<file path="config.mk">
export PLATFORM = sky130hd
export DESIGN_NAME = array_priority_queue
export DESIGN_NICKNAME = d
export VERILOG_FILES = /design/src/hw/rtl/apq_pkg.sv /design/src/hw/rtl/apq_ram.sv /design/src/hw/rtl/apq_dp.sv /design/src/hw/rtl/apq_ctrl.sv /design/src/hw/rtl/array_priority_queue.sv
export SDC_FILE = /design/constraint.sdc
export NUM_CORES = 1
export LEC_CHECK = 0
export BUFFER_PORTS_ARGS = -buffer_cell sky130_fd_sc_hd__buf_2
export CAP_MARGIN = 20
export CORE_ASPECT_RATIO = 0.75
export CORE_MARGIN = 3
export CORE_UTILIZATION = 55
export CTS_CLUSTER_SIZE = 25
export DETAILED_ROUTE_END_ITERATION = 6
export GPL_ROUTABILITY_DRIVEN = 0
export PLACE_DENSITY = 0.78
export SYNTH_ARGS = -nofsm -noshare
export SYNTH_HDL_FRONTEND = slang
export SYNTH_SLANG_ARGS = --single-unit
</file>
<file path="constraint.sdc">
create_clock -name clk -period 6.92 [get_ports clk]
set_input_delay 0.346 -clock clk [delete_from_list [all_inputs] [get_ports clk]]
set_output_delay 0.346 -clock clk [all_outputs]
set_load 0.005 [all_outputs]
</file>
<file path="src/hw/rtl/apq_pkg.sv">
`timescale 1ns / 1ps
// ----------------------------------------------------------------------------
// apq_pkg: shared types and constants for the array priority queue
// Request and result payloads, entry layout, status and function codes and the
// command/status groups between the controller and the datapath.
// ----------------------------------------------------------------------------
package apq_pkg;

  // Capacity of the queue and derived widths
  localparam int ENTRIES = 8;
  localparam int IDX_W   = $clog2(ENTRIES);
  localparam int CNT_W   = $clog2(ENTRIES + 1);
  localparam int DATA_W  = 32;
  localparam int OCC_W   = 4;

  // Function codes
  localparam logic [1:0] FUNC_ENQ  = 2'd0;
  localparam logic [1:0] FUNC_DEQ  = 2'd1;
  localparam logic [1:0] FUNC_PEEK = 2'd2;

  // Status codes
  localparam logic [1:0] ST_OK    = 2'd0;
  localparam logic [1:0] ST_FULL  = 2'd1;
  localparam logic [1:0] ST_EMPTY = 2'd2;

  typedef struct packed {
    logic [1:0]               func;
    logic signed [DATA_W-1:0] item_value;
    logic signed [DATA_W-1:0] item_priority;
  } req_t;

  typedef struct packed {
    logic [1:0]               status;
    logic signed [DATA_W-1:0] out_value;
    logic signed [DATA_W-1:0] out_priority;
    logic [OCC_W-1:0]         occupancy;
  } rsp_t;

  // One stored queue entry
  typedef struct packed {
    logic signed [DATA_W-1:0] value;
    logic signed [DATA_W-1:0] prio;
  } entry_t;

  localparam int ENTRY_W = $bits(entry_t);

  // Controller to datapath
  typedef struct packed {
    logic       load;
    logic       enq_write;
    logic       scan_start;
    logic       scan_step;
    logic       shift_start;
    logic       shift_step;
    logic       count_dec;
    logic       finish;
    logic       fin_sel;
    logic [1:0] fin_status;
  } dp_cmd_t;

  // Datapath to controller
  typedef struct packed {
    logic [1:0] func;
    logic       empty;
    logic       full;
    logic       stream_idle;
  } dp_stat_t;

endpackage

</file>
<file path="src/hw/rtl/apq_ram.sv">
`timescale 1ns / 1ps
// ----------------------------------------------------------------------------
// apq_ram: generic simple dual-port RAM
// One write port and one read port, read data registered.
// ----------------------------------------------------------------------------
module apq_ram #(
  parameter int WIDTH = 64,
  parameter int DEPTH = 8
) (
  input  logic                     clk,
  input  logic                     we,
  input  logic [$clog2(DEPTH)-1:0] waddr,
  input  logic [WIDTH-1:0]         wdata,
  input  logic [$clog2(DEPTH)-1:0] raddr,
  output logic [WIDTH-1:0]         rdata
);

  logic [WIDTH-1:0] mem [DEPTH];

  always_ff @(posedge clk) begin
    if (we) begin
      mem[waddr] <= wdata;
    end
    rdata <= mem[raddr];
  end

endmodule

</file>
<file path="src/hw/rtl/apq_dp.sv">
`timescale 1ns / 1ps
// ----------------------------------------------------------------------------
// apq_dp: array priority queue datapath
// Entry RAM, entry count, streaming read pointer shared by the selection scan
// and the shift-down pass, best-entry tracking and the result register.
// ----------------------------------------------------------------------------
module apq_dp (
  input  logic              clk,
  input  logic              rst,
  input  apq_pkg::req_t     req,
  input  apq_pkg::dp_cmd_t  cmd,
  output apq_pkg::dp_stat_t stat,
  output apq_pkg::rsp_t     rsp
);
  import apq_pkg::*;

  req_t             req_q;
  logic [CNT_W-1:0] count;
  logic [CNT_W-1:0] count_next;
  logic [CNT_W-1:0] ptr;
  logic [CNT_W-1:0] dptr;
  logic [CNT_W-1:0] shift_dst;
  logic             dvalid;
  logic             rd_ok;
  logic             stream_step;
  logic             better;
  entry_t           best;
  logic [IDX_W-1:0] best_idx;
  entry_t           rd_entry;
  logic [ENTRY_W-1:0] rd_data;
  logic             ram_we;
  logic [IDX_W-1:0] ram_waddr;
  logic [ENTRY_W-1:0] ram_wdata;

  // Count update
  always_comb begin
    count_next = count;
    if (cmd.enq_write) begin
      count_next = count + CNT_W'(1);
    end else if (cmd.count_dec) begin
      count_next = count - CNT_W'(1);
    end
  end

  assign rd_ok       = (ptr < count);
  assign stream_step = cmd.scan_step | cmd.shift_step;
  assign rd_entry    = entry_t'(rd_data);
  assign shift_dst   = dptr - CNT_W'(1);

  // Higher priority wins, then larger value; ties keep the earlier entry
  assign better = (rd_entry.prio > best.prio) ||
                  ((rd_entry.prio == best.prio) && (rd_entry.value > best.value));

  // RAM write: append on enqueue, move entry down one slot during the shift
  assign ram_we    = cmd.enq_write | (cmd.shift_step & dvalid);
  assign ram_waddr = cmd.enq_write ? count[IDX_W-1:0] : shift_dst[IDX_W-1:0];
  assign ram_wdata = cmd.enq_write ? {req_q.item_value, req_q.item_priority} : rd_data;

  apq_ram #(
    .WIDTH(ENTRY_W),
    .DEPTH(ENTRIES)
  ) u_ram (
    .clk  (clk),
    .we   (ram_we),
    .waddr(ram_waddr),
    .wdata(ram_wdata),
    .raddr(ptr[IDX_W-1:0]),
    .rdata(rd_data)
  );

  // Control state: count and stream pointer
  always_ff @(posedge clk) begin
    if (rst) begin
      count  <= '0;
      ptr    <= '0;
      dvalid <= 1'b0;
    end else begin
      count <= count_next;
      if (cmd.scan_start) begin
        ptr    <= '0;
        dvalid <= 1'b0;
      end else if (cmd.shift_start) begin
        ptr    <= CNT_W'(best_idx) + CNT_W'(1);
        dvalid <= 1'b0;
      end else if (stream_step) begin
        if (rd_ok) begin
          ptr <= ptr + CNT_W'(1);
        end
        dvalid <= rd_ok;
      end
    end
  end

  // Payload registers
  always_ff @(posedge clk) begin
    if (cmd.load) begin
      req_q <= req;
    end
    if (stream_step) begin
      dptr <= ptr;
    end
    if (cmd.scan_step && dvalid && ((dptr == '0) || better)) begin
      best     <= rd_entry;
      best_idx <= dptr[IDX_W-1:0];
    end
    if (cmd.finish) begin
      rsp.status       <= cmd.fin_status;
      rsp.out_value    <= cmd.fin_sel ? best.value : '0;
      rsp.out_priority <= cmd.fin_sel ? best.prio : '0;
      rsp.occupancy    <= OCC_W'(count_next);
    end
  end

  // Status to controller
  assign stat.func        = req_q.func;
  assign stat.empty       = (count == '0);
  assign stat.full        = (count == CNT_W'(ENTRIES));
  assign stat.stream_idle = !rd_ok && !dvalid;

`ifndef SYNTH
  a_enq_not_full: assert property (@(posedge clk) disable iff (rst)
    cmd.enq_write |-> (count < CNT_W'(ENTRIES)))
    else $error("enqueue write issued with a full queue");

  a_empty_report: assert property (@(posedge clk) disable iff (rst)
    (cmd.finish && (cmd.fin_status == ST_EMPTY)) |-> (count == '0))
    else $error("empty status reported with entries held");

  a_shift_dst: assert property (@(posedge clk) disable iff (rst)
    (cmd.shift_step && dvalid) |-> (dptr != '0))
    else $error("shift write below entry zero");
`endif

endmodule

</file>
<file path="src/hw/rtl/apq_ctrl.sv">
`timescale 1ns / 1ps
// ----------------------------------------------------------------------------
// apq_ctrl: array priority queue controller
// Sequences decode, selection scan and shift-down, and strobes the result.
// ----------------------------------------------------------------------------
module apq_ctrl (
  input  logic              clk,
  input  logic              rst,
  input  logic              start,
  output logic              busy,
  output logic              done,
  input  apq_pkg::dp_stat_t stat,
  output apq_pkg::dp_cmd_t  cmd
);
  import apq_pkg::*;

  typedef enum logic [1:0] {
    S_IDLE,
    S_DECODE,
    S_SCAN,
    S_SHIFT
  } state_t;

  state_t state;
  state_t state_next;

  assign busy = (state != S_IDLE);

  // Next state and datapath commands
  always_comb begin
    state_next = state;
    cmd        = '0;
    case (state)
      S_IDLE: begin
        if (start) begin
          cmd.load   = 1'b1;
          state_next = S_DECODE;
        end
      end
      S_DECODE: begin
        state_next = S_IDLE;
        case (stat.func)
          FUNC_ENQ: begin
            cmd.finish = 1'b1;
            if (stat.full) begin
              cmd.fin_status = ST_FULL;
            end else begin
              cmd.enq_write  = 1'b1;
              cmd.fin_status = ST_OK;
            end
          end
          FUNC_DEQ, FUNC_PEEK: begin
            if (stat.empty) begin
              cmd.finish     = 1'b1;
              cmd.fin_status = ST_EMPTY;
            end else begin
              cmd.scan_start = 1'b1;
              state_next     = S_SCAN;
            end
          end
          default: begin
            // unused code: no operation, plain ok result
            cmd.finish     = 1'b1;
            cmd.fin_status = ST_OK;
          end
        endcase
      end
      S_SCAN: begin
        if (stat.stream_idle) begin
          if (stat.func == FUNC_PEEK) begin
            cmd.finish     = 1'b1;
            cmd.fin_sel    = 1'b1;
            cmd.fin_status = ST_OK;
            state_next     = S_IDLE;
          end else begin
            cmd.shift_start = 1'b1;
            state_next      = S_SHIFT;
          end
        end else begin
          cmd.scan_step = 1'b1;
        end
      end
      S_SHIFT: begin
        if (stat.stream_idle) begin
          cmd.count_dec  = 1'b1;
          cmd.finish     = 1'b1;
          cmd.fin_sel    = 1'b1;
          cmd.fin_status = ST_OK;
          state_next     = S_IDLE;
        end else begin
          cmd.shift_step = 1'b1;
        end
      end
      default: begin
        state_next = S_IDLE;
      end
    endcase
  end

  // State and result strobe
  always_ff @(posedge clk) begin
    if (rst) begin
      state <= S_IDLE;
      done  <= 1'b0;
    end else begin
      state <= state_next;
      done  <= cmd.finish;
    end
  end

`ifndef SYNTH
  a_done_idle: assert property (@(posedge clk) disable iff (rst)
    done |-> !busy)
    else $error("result strobe while still busy");

  a_accept_busy: assert property (@(posedge clk) disable iff (rst)
    (start && !busy) |=> busy)
    else $error("accepted transaction did not start");

  a_single_done: assert property (@(posedge clk) disable iff (rst)
    done |=> !done)
    else $error("result strobe held for two cycles");
`endif

endmodule

</file>
<file path="src/hw/rtl/array_priority_queue.sv">
`timescale 1ns / 1ps
// ----------------------------------------------------------------------------
// array_priority_queue: unsorted-array priority queue, top level
// Holds up to ENTRIES value/priority pairs; enqueue appends, peek selects the
// highest priority (then larger value, then earliest), dequeue also removes it.
//
//   channel   | handshake             | payload
//   ----------+-----------------------+------------------------------------
//   request   | start & !busy         | req : func, item_value, item_priority
//   result    | done (one cycle)      | rsp : status, out_value, out_priority,
//             |                       |       occupancy
//
// Enqueue and empty/full cases: result strobed from the decode state.
// Peek adds a selection scan of all N entries; dequeue adds a shift-down of the
// entries above the removed one, both via the single read port of the entry RAM.
// busy drops in the strobe cycle, so the next transaction may be accepted there.
// rst is synchronous; it empties the queue, entry storage is left as is.
// The receiver cannot stall: each result is valid only while done is high.
// ----------------------------------------------------------------------------
module array_priority_queue (
  input  logic          clk,
  input  logic          rst,
  input  logic          start,
  output logic          busy,
  input  apq_pkg::req_t req,
  output logic          done,
  output apq_pkg::rsp_t rsp
);
  import apq_pkg::*;

  dp_cmd_t  cmd;
  dp_stat_t stat;

  apq_ctrl u_ctrl (
    .clk  (clk),
    .rst  (rst),
    .start(start),
    .busy (busy),
    .done (done),
    .stat (stat),
    .cmd  (cmd)
  );

  apq_dp u_dp (
    .clk (clk),
    .rst (rst),
    .req (req),
    .cmd (cmd),
    .stat(stat),
    .rsp (rsp)
  );

endmodule
</file>
Word level (Yosys, flattened, before mapping). Memory sizes are Yosys's and may differ from the RTL's. A register that Yosys moved wholly into a read port is not among the register bits. Index checks and enable logic that the tools add are counted.

Memory bits (writable): 512. Input port bits: 69. Output and inout bits: 72. Logic and storage cells: 97. Memories: 1. Register bits: 219.

Equality and inequality tests: 10. Reduce and logical (&&, ||, !) cells: 20. Muxes and demuxes: 39. Add/subtract/negate cells: 5. Magnitude comparators: 3. Bitwise operators: 3.

Memories: u_dp.u_ram.mem (depth 8, bits a word 64, read ports 1, clocked after memory_dff 1, write ports 1, RTL line apq_ram.sv:18) `logic [WIDTH-1:0] mem [DEPTH];`.

Operators by type and width (number): 32-bit > comparator (2); 64-bit 2-to-1 mux (1); 32-bit == test (1); 4-bit 2-to-1 mux (7); 2-bit 2-to-1 mux (10); 1-bit 2-to-1 mux (14); 4-bit by 1-bit adder with 4-bit output, second input constant (2); 4-bit logical NOT (2); 2-bit one-hot mux with 4 select lines (1); 2-bit == test, second input constant (3); 2-bit inequality test, second input constant (3); 2-bit one-hot mux with 3 select lines (1); 2-bit nonzero test (3); 5-bit 2-to-1 mux (1); 3-bit by 1-bit adder with 4-bit output, second input constant (1); 2-bit by 1-bit == test with 1-bit output, second input constant (2); 4-bit == test, second input constant (1); 1-bit logical AND (4); 2-bit logical NOT (2); 4-bit less-than comparator (1); 2-bit one-hot mux with 2 select lines (1); 2-bit OR reduction (2); 4-bit by 1-bit subtractor with 4-bit output, second input constant (1); 3-bit 2-to-1 mux (1); 10 further kinds (13).

Longest topological paths before layout. Gate-level depths: netlist (run 1).

Word-level depth: 9. Mapped depth: 12. Mapped depth without buffers: 11.

Modules after synthesis. Synthesis (run 1) repeated with hierarchy kept, for this count alone.

Cell total of the unflattened synthesis: 1525. Area, all modules: 30616.9 um^2.

Modules (own cells, without submodules): apq_ram (seq. area each 16656.0 um^2, cells an instance 816, times used 1, area each 20547.2 um^2); apq_dp (seq. area each 6396.1 um^2, cells an instance 672, times used 1, area each 9785.6 um^2); apq_ctrl (seq. area each 60.1 um^2, cells an instance 37, times used 1, area each 284.0 um^2).

Least setup slack after synthesis (run 1). No wires, ideal clock.

Path kind: register to register. Start: register u_dp.count[0]. End: memory u_dp.u_ram.mem[5][0], enable pin. Period minus slack after synthesis: 6.255 ns. Path buffers: 1. Stages on the path, launching flop included: 8. Library setup time: 0.565 ns. Path slack: 0.665 ns. Arrival: 5.690 ns. Data required time: 6.355 ns. Cell sequence: dfxtp_1 -> inv_1 -> ha_1 -> nand3_1 -> and3_1 -> buf_2 -> a21oi_1 -> nor3_1.

Longest elaborated chain between the ends: 9. Elaborated cells on any way between the ends: 14. Those cells by class: 1 x order compare; 1 x eq/ne; 8 x mux; 2 x bitwise; 2 x reduce/logical.

RTL lines: from (decl) (RTL line apq_dp.sv:18) `logic [CNT_W-1:0] count;`; from (signal assigned) (RTL line apq_dp.sv:78) `count <= count_next;`; 4-bit less-than comparator (RTL line apq_dp.sv:45) `assign rd_ok = (ptr < count);`; 1-bit logical NOT (RTL line apq_dp.sv:118) `assign stat.stream_idle = !rd_ok && !dvalid;`; 1-bit logical AND (RTL line apq_dp.sv:118); 1-bit 2-to-1 mux (RTL line apq_ctrl.sv:84) `if (stat.stream_idle) begin`; 2-bit 2-to-1 mux (RTL line apq_ctrl.sv:33) `case (state)`; 1-bit AND (RTL line apq_dp.sv:55) `assign ram_we = cmd.enq_write | (cmd.shift_step & dvalid);`; 1-bit OR (RTL line apq_dp.sv:55); 1-bit 2-to-1 mux (RTL line apq_ram.sv:21) `if (we) begin`; 1-bit 2-to-1 mux (not written as such) (RTL line apq_ram.sv:22) `mem[waddr] <= wdata;`; to (decl) (RTL line apq_ram.sv:18).

Parallel ways exist; a longest one is shown, timed or not.

Worst setup path in the final report (run 1).
Start: register u_ctrl.state[0]. End: memory u_dp.u_ram.mem[6][38], enable pin.

Longest elaborated chain between the ends: 6. Elaborated cells on any way between the ends: 9. Those cells by class: 2 x eq/ne; 5 x mux; 2 x bitwise.

RTL lines: from (decl) (RTL line apq_ctrl.sv:24) `state_t state;`; from (signal assigned) (RTL line apq_ctrl.sv:106) `state <= state_next;`; 2-bit == test (RTL line apq_ctrl.sv:33); 2-bit 2-to-1 mux (RTL line apq_ctrl.sv:33); 1-bit AND (RTL line apq_dp.sv:55); 1-bit OR (RTL line apq_dp.sv:55); 1-bit 2-to-1 mux (RTL line apq_ram.sv:21); 1-bit 2-to-1 mux (not written as such) (RTL line apq_ram.sv:22).

Parallel ways exist; a longest one is shown, timed or not.

==> results of run 1 <==
[logic make-up after synthesis]
| logic type | after synthesis | share of synthesized area (%) |
|---|---|---|
| compound gates | 84 | 1.75 |
| xor+xnor | 8 | 0.229 |
| fa+ha+maj | 75 | 3.06 |
| buf+inv | 163 | 2.16 |
| flops | 795 | 75.4 |
| mux | 132 | 9.55 |
| simple gates | 558 | 7.82 |
[power by group through the flow]
stage / clock network [mW] / registers [mW] / logic [mW]
6_report: 4.06 / 5.42 / 0.523
4_1_cts: 4.11 / 5.42 / 0.517
3_5_place_dp: 0 / 5.52 / 0.482
3_3_place_gp: 0 / 5.52 / 0.468
2_1_floorplan: 0 / 5.51 / 0.295
5_1_grt: 4.30 / 5.42 / 0.570
[cells in the mapped netlist (all sizes together), types with 2 or more instances]
cell    count
edfxtp    719
nand2     408
mux4      128
inv        79
dfxtp      76
ha         75
nor4       66
clkbuf     52
a21oi      36
buf        32
nor2       26
o21ai      18
nand4      15
nand3      11
a21o        8
xnor2       8
nor2b       7
nor3        6
a211oi      5
nand2b      5
a311oi      3
and2        3
and3        3
mux2        3
a211o       2
a221o       2
a31oi       2
and4        2
nor3b       2
or2         2
[flip-flops by register name (all words and copies together) (netlist names), 3 cells and up]
register	count
u_dp.best_idx	3
u_dp.count	4
u_dp.rsp	70
u_dp.dptr	4
u_dp.u_ram.rdata	64
u_dp.best	64
u_dp.ptr	4
u_dp.req_q	64
u_dp.u_ram.mem	512
[layout make-up]
cell class	instances	area share [%]
Multi-Input combinational cell	857	19.8
Clock buffer	98	5.75
Tap cell	722	2.56
Inverter	79	0.840
Sequential cell	795	65.5
Timing Repair Buffer	233	4.52
Clock inverter	32	1.07
[worst min path at each step]
stage	from	end	slack, ps	depth (start not counted)
CTS	rst	u_dp.count[2]$_SDFF_PP0_	40	2
detailed placement	u_dp.u_ram.rdata[0]$_DFF_P_	u_dp.best[0]$_DFFE_PP_	440	0
finish	rst	u_dp.count[2]$_SDFF_PP0_	90	2
global placement	u_dp.u_ram.rdata[32]$_DFF_P_	u_dp.best[32]$_DFFE_PP_	420	0
global route	rst	u_dp.count[2]$_SDFF_PP0_	80	2
floorplan	u_dp.ptr[0]$_SDFFE_PP0P_	u_dp.dptr[0]$_DFFE_PP_	400	0
[per-stage QoR]
step,setup WS [ps],hold WS (ps),instances
after detailed placement,2610,436,2619
after global placement,2780,417,2618
after CTS,2580,39.3,2815
final,2510,91.7,2816
after floorplan,665,403,1815
after global routing,2260,83.6,2816
[layer usage]
| layer | part of all wire (%) | vias up | GRT usage, % |
|---|---|---|---|
| met3 | 10 | 122 | 6.26 |
| li1 | - | 7319 | - |
| met2 | 46 | 881 | 36.3 |
| met5 | 0 | - | 0 |
| met1 | 42 | 8500 | 35.2 |
| met4 | 2.2 | 0 | 6.39 |
[cell usage in the layout, fill, tap and decap left out, drive strengths merged, types with 2 or more instances in the layout]
master | Yosys | final
a211o | 2 | 2
a211oi | 5 | 5
a21o | 8 | 8
a21oi | 36 | 36
a221o | 2 | 2
a311oi | 3 | 3
a31oi | 2 | 2
and2 | 3 | 3
and3 | 3 | 3
and4 | 2 | 2
buf | 32 | 167
bufinv | 0 | 8
clkbuf | 52 | 98
clkinv | 0 | 19
clkinvlp | 0 | 3
dfxtp | 76 | 76
dlygate4sd3 | 0 | 66
edfxtp | 719 | 719
ha | 75 | 75
inv | 79 | 81
mux2 | 3 | 3
mux4 | 128 | 128
nand2 | 408 | 408
nand2b | 5 | 5
nand3 | 11 | 11
nand4 | 15 | 15
nor2 | 26 | 26
nor2b | 7 | 7
nor3 | 6 | 6
nor3b | 2 | 2
nor4 | 66 | 66
o21ai | 18 | 18
or2 | 2 | 2
xnor2 | 8 | 8
[what timing repair did]
item,CTS,global route
setup buffers,0,0
hold endpoints to repair,66,0
gates resized for setup,0,0
hold buffers,66,0
==> impl_metrics.ini, run 1 <==
[status]
status = completed

[synthesis]
synthArstFlopShare_pct = 0
yosysSeqAreaShare_pct = 75.4
synthFlopType = edfxtp_1
synth_nets = 1959
synth_area_leaders = edfxtp_1 70%, mux4_2 9.4%, nand2_1 5.0%
syn_area_um2 = 30600
ys_ff_latch = 795
syn_inst = 1815
synth_cell_types = 48
yosysWarningCount = 0
avgSynthCellArea_um2 = 16.9
synth_edf_count = 719
synth_top_area_share_pct = 70.5
synth_area_leader_cell = edfxtp_1

[timing]
finalSetupTns_ps = 0
timing.final.crit_share_pct = 63.8
tightestPinTransition_ps = 1100
max_freq_ghz = 0.227
rsz0062_at_grt = no
slew_headroom_pct = 26.8
skew_ps = 24.8
finalHoldViolCount = 0
slew_violations = 0
finalCriticalPeriod_ps = 4410
finalSetupViolCount = 0

[final_layout]
multi_input_area_um2 = 6980
post-route-util_pct = 64.4
seq_area_um2 = 23100
nets = 2182
drive_gt1_share_pct = 20.6
area_growth_pct = 15.2
diodes = 0
finalInstanceArea_um2 = 35300
nFillCells = 3703

[global_route]
antenna_found_initial = 1
grt_pass1_wl_um = 105000
grt_max_degree = 77
track_usage_pct = 23.9
grt_overflow_total = 0
grt_pass1_vias = 17200

[critical_path]
crit_buf_inv = 2
end_kind = flip-flop
crit_end = u_dp.u_ram.mem[6][38]$_DFFE_PP_
path_cells = inv_1 > nor2_1 > nand3_2 > nand2_1 > a21boi_0 > nand2_1 > nor2_4 > buf_4
cp_data_required_time_ps = 7150
r2r_end = u_dp.u_ram.mem[6][38]$_DFFE_PP_
critPathSlowestCell = nor2_4
cp.arrival_ps = 4640
crit_path_max_incr_delay_ps = 860
worstPathMaxFanout = 38
ff2ff_setup_slack_ps = 2510
worstSetupPathType = flip-flop to flip-flop
r2r_cells = 8
start_kind = flip-flop
r2r_start = u_ctrl.state[0]$_SDFFE_PP0P_
cpMostUsedCell = nand2_1
worst-path-stages = 8
critPathTopFamily = simple AND/OR/NAND/NOR gates
crit_start = u_ctrl.state[0]$_SDFFE_PP0P_

[floorplanning]
dieArea_um2 = 58600
initial_core_util_pct = 55.9
die_w_um = 279
die_h_um = 210
placeableCoreArea_um2 = 54800
pin_count = 141
fp-row-count = 74

[pwr]
p_int_mw = 7.90
p_switching_mw = 2.10
combPwrFrac_pct = 5.2
total_power_mw = 10.0
p_per_area_nw_per_um2 = 283
p_sw_share_pct = 21.0
p_seq_share_pct = 54.2
vdd_drop_max_mv = 0.204
clkPwrFrac_pct = 40.6
p_leak_nw = 12.5

[clock_network]
cts_tree = yes
clk_path_buf_depth = 3
clkSinkCount = 795
cts.clk_slew.worst_paths_ps = 70
cts-htree-levels = 3
clock_latency_ps = 610
cts_made_buffers = 72
cts_root_buffer = clkbuf_16

[routing]
via_per_inst = 5.97
wl_um = 68800
drc = 0
drt_iter0_markers = 1827
drt_pass1_iterations = 5
vias = 16800
ant_nets = 0
wl_per_cell_um = 24.4

[flow_run]
drv_cap = 0

[place]
dpl_cell_area_um2 = 32200
place_hpwl_um = 38800
port_buffers = 140

[worst_hold_path]
hp-class = input pin to flip-flop
No activity file was read; power rests on OpenSTA's default activity.
==> inputs of run 2 (changes only) <==
--- a/config.mk
+++ b/config.mk
@@ -13,7 +13,7 @@
 export CTS_CLUSTER_SIZE = 25
 export DETAILED_ROUTE_END_ITERATION = 6
 export GPL_ROUTABILITY_DRIVEN = 0
-export PLACE_DENSITY = 0.78
+export PLACE_DENSITY = 0.8
 export SYNTH_ARGS = -nofsm -noshare
 export SYNTH_HDL_FRONTEND = slang
 export SYNTH_SLANG_ARGS = --single-unit
==> constraint.sdc (replaced) <==
create_clock -name clk -period 3.56 [get_ports clk]
set_input_delay 0.178 -clock clk [delete_from_list [all_inputs] [get_ports clk]]
set_output_delay 0.178 -clock clk [all_outputs]
set_load 0.005 [all_outputs]
==> run 2 against run 1 <==
Critical endpoint is now u_dp.best[34]$_DFFE_PP_. Maximum frequency rose by 34%. Cell count up 0.99%. Clock power rose by 93%. Register-to-register slack got worse by 2300 ps. Flip-flop and latch count did not move. Sequential power grew 94%. Combinational power up 99%. Wire length is 1.6% higher. First-iteration DRC count rose by 14%. Highest routed layer is now met5. Critical path depth grew 2. Die area did not move.
==> impl_metrics.ini, run 2 (synthesized netlist as in run 1, its figures left out) <==
[routing]
via_per_inst = 5.98
dr_wl_met3_um = 7120
wl_per_cell_um = 24.6
wl_met1_um = 28100
vias = 17000
highest_layer = met5
ant_nets = 0
drc = 0
drt_iter0_markers = 2078
met2_length_um = 32800
wl_um = 69900
drt_pass1_iterations = 6

[critical_path]
worstSetupPathType = flip-flop to flip-flop
critPathSlowestCell = o2bb2ai_4
worstPathMaxFanout = 21
path_cells = inv_1 > ha_1 > a21oi_1 > nand2_1 > a221o_1 > a211o_1 > a221oi_2 > xnor2_1 > o2bb2ai_4 > buf_12
cp.arrival_ps = 3640
start_kind = flip-flop
cp_data_required_time_ps = 3900
end_kind = flip-flop
crit_path_max_incr_delay_ps = 640

[timing]
rsz0062_at_grt = no
tightestPinTransition_ps = 1050
setup_slack_ps = 254
slew_violations = 0
slew_headroom_pct = 29.2
finalSetupTns_ps = 0
skew_ps = 26.4
max_freq_ghz = 0.302
finalSetupViolCount = 0
finalHoldViolCount = 0
timing.final.crit_share_pct = 92.9
finalCriticalPeriod_ps = 3310

[global_route]
antenna_found_initial = 3
track_usage_pct = 24.3
grt_overflow_total = 0
grt_pass1_wl_um = 106000
grt_pass1_vias = 17700
grt_max_degree = 133

[final_layout]
area_growth_pct = 16.4
drive_gt1_share_pct = 21.3
nFillCells = 3594
seq_area_um2 = 23100
mostFrequentLayoutCell = edfxtp_1
final_cell_mix = 719 x edfxtp_1, 408 x nand2_1, 140 x buf_2
top_register = u_dp.u_ram.mem
final_cells = 2844
diodes = 0
nets = 2205
multi_input_area_um2 = 6990
largest_register_ffs = 512
reg.largest.list = u_dp.u_ram.mem x512, u_dp.rsp x70

[pwr]
total_power_mw = 19.4
combPwrFrac_pct = 5.3
clkPwrFrac_pct = 40.3
p_leak_nw = 12.7
p_switching_mw = 4.21
p_int_mw = 15.2
p_per_area_nw_per_um2 = 544
vdd_drop_max_mv = 0.396
p_seq_share_pct = 54.3
p_sw_share_pct = 21.7

[clock_network]
post_cts_resized = 0
clkSinkCount = 795
cts_tree = yes
clock_latency_ps = 630
clk_path_buf_depth = 3
cts.clk_slew.worst_paths_ps = 60
cts-htree-levels = 3
cts_root_buffer = clkbuf_16
cts_made_buffers = 74

[worst_hold_path]
hp-class = input pin to flip-flop

[status]
status = completed

[floorplanning]
die_w_um = 279
dieArea_um2 = 58600
placeableCoreArea_um2 = 54800
pin_count = 141
die_h_um = 210
initial_core_util_pct = 55.9
fp-row-count = 74

[place]
dp_cells = 2638
place_hpwl_um = 39200
place_ws_ps = 303
port_buffers = 140

[flow_run]
drv_cap = 0
-- run 2: cell types whose count changed in the layout (fill, tap and decap cells not counted), moves of 3 or more --
cell	delta
clkbuf_8	-3
bufinv_16	-3
buf_4	+5
clkinv_8	+5
clkbuf_1	+5
buf_12	+15
clkinv_2	+5
-- run 2: final cells by class --
| cell class | count | area share (%) |
|---|---|---|
| flip-flops and latches | 795 | 64.9 |
| multi-input cells | 857 | 19.6 |
| clock buffers | 100 | 5.64 |
| repair buffers | 254 | 5.40 |
| well taps | 722 | 2.53 |
| clock inverters | 37 | 1.13 |
| inverters | 79 | 0.832 |
-- run 2: worst paths after layout --
kind,from,to,slack [ps],depth (start not counted)
hold reg to reg,u_dp.u_ram.rdata[32]$_DFF_P_,u_dp.best[32]$_DFFE_PP_,440,0
hold / removal,start,u_dp.req_q[62]$_DFFE_PP_,220,4
setup reg to reg,u_dp.best[14]$_DFFE_PP_,u_dp.best[34]$_DFFE_PP_,250,10
setup / recovery,u_dp.best[14]$_DFFE_PP_,u_dp.best[34]$_DFFE_PP_,250,10
-- run 2: metrics by stage --
stage / utilization [%] / area [um2] / hold WS (ps)
2_1_floorplan: - / 30700 / 277
4_1_cts: 65.0 / 35600 / 205
3_3_place_gp: 59.4 / 32500 / 357
6_report: 65.0 / 35700 / 220
5_1_grt: 65.0 / 35700 / 233
3_5_place_dp: 59.4 / 32500 / 356
-- run 2: per-layer routing --
layer  global-route usage [%]  up-vias
met3                     7.37      154
met4                     7.73        6
met1                     33.7     8600
met2                     37.6      877
li1                         -     7378
met5                        0        -
-- run 2: worst max-delay path, delay by kind of cell (launching register included) --
family / cells / cell delay [ps]
AO/OA/AOI/OAI: 5 / 1760
XOR/XNOR: 1 / 170
adder cells (fa/ha/maj): 1 / 270
buffers and inverters: 2 / 360
flip-flops: 1 / 370
AND/OR/NAND/NOR: 1 / 70
-- run 2: what timing repair did --
action,CTS,global route
setup buffers,0,0
hold buffers,68,0
hold endpoints to repair,73,0
-- run 2: power by group through the flow --
stage,clock network (mW),logic [mW],registers (mW)
floorplan,0,0.576,10.7
global placement,0,0.916,10.7
detailed placement,0,0.962,10.7
CTS,7.93,1.04,10.5
global route,8.32,1.13,10.5
finish,7.82,1.04,10.5
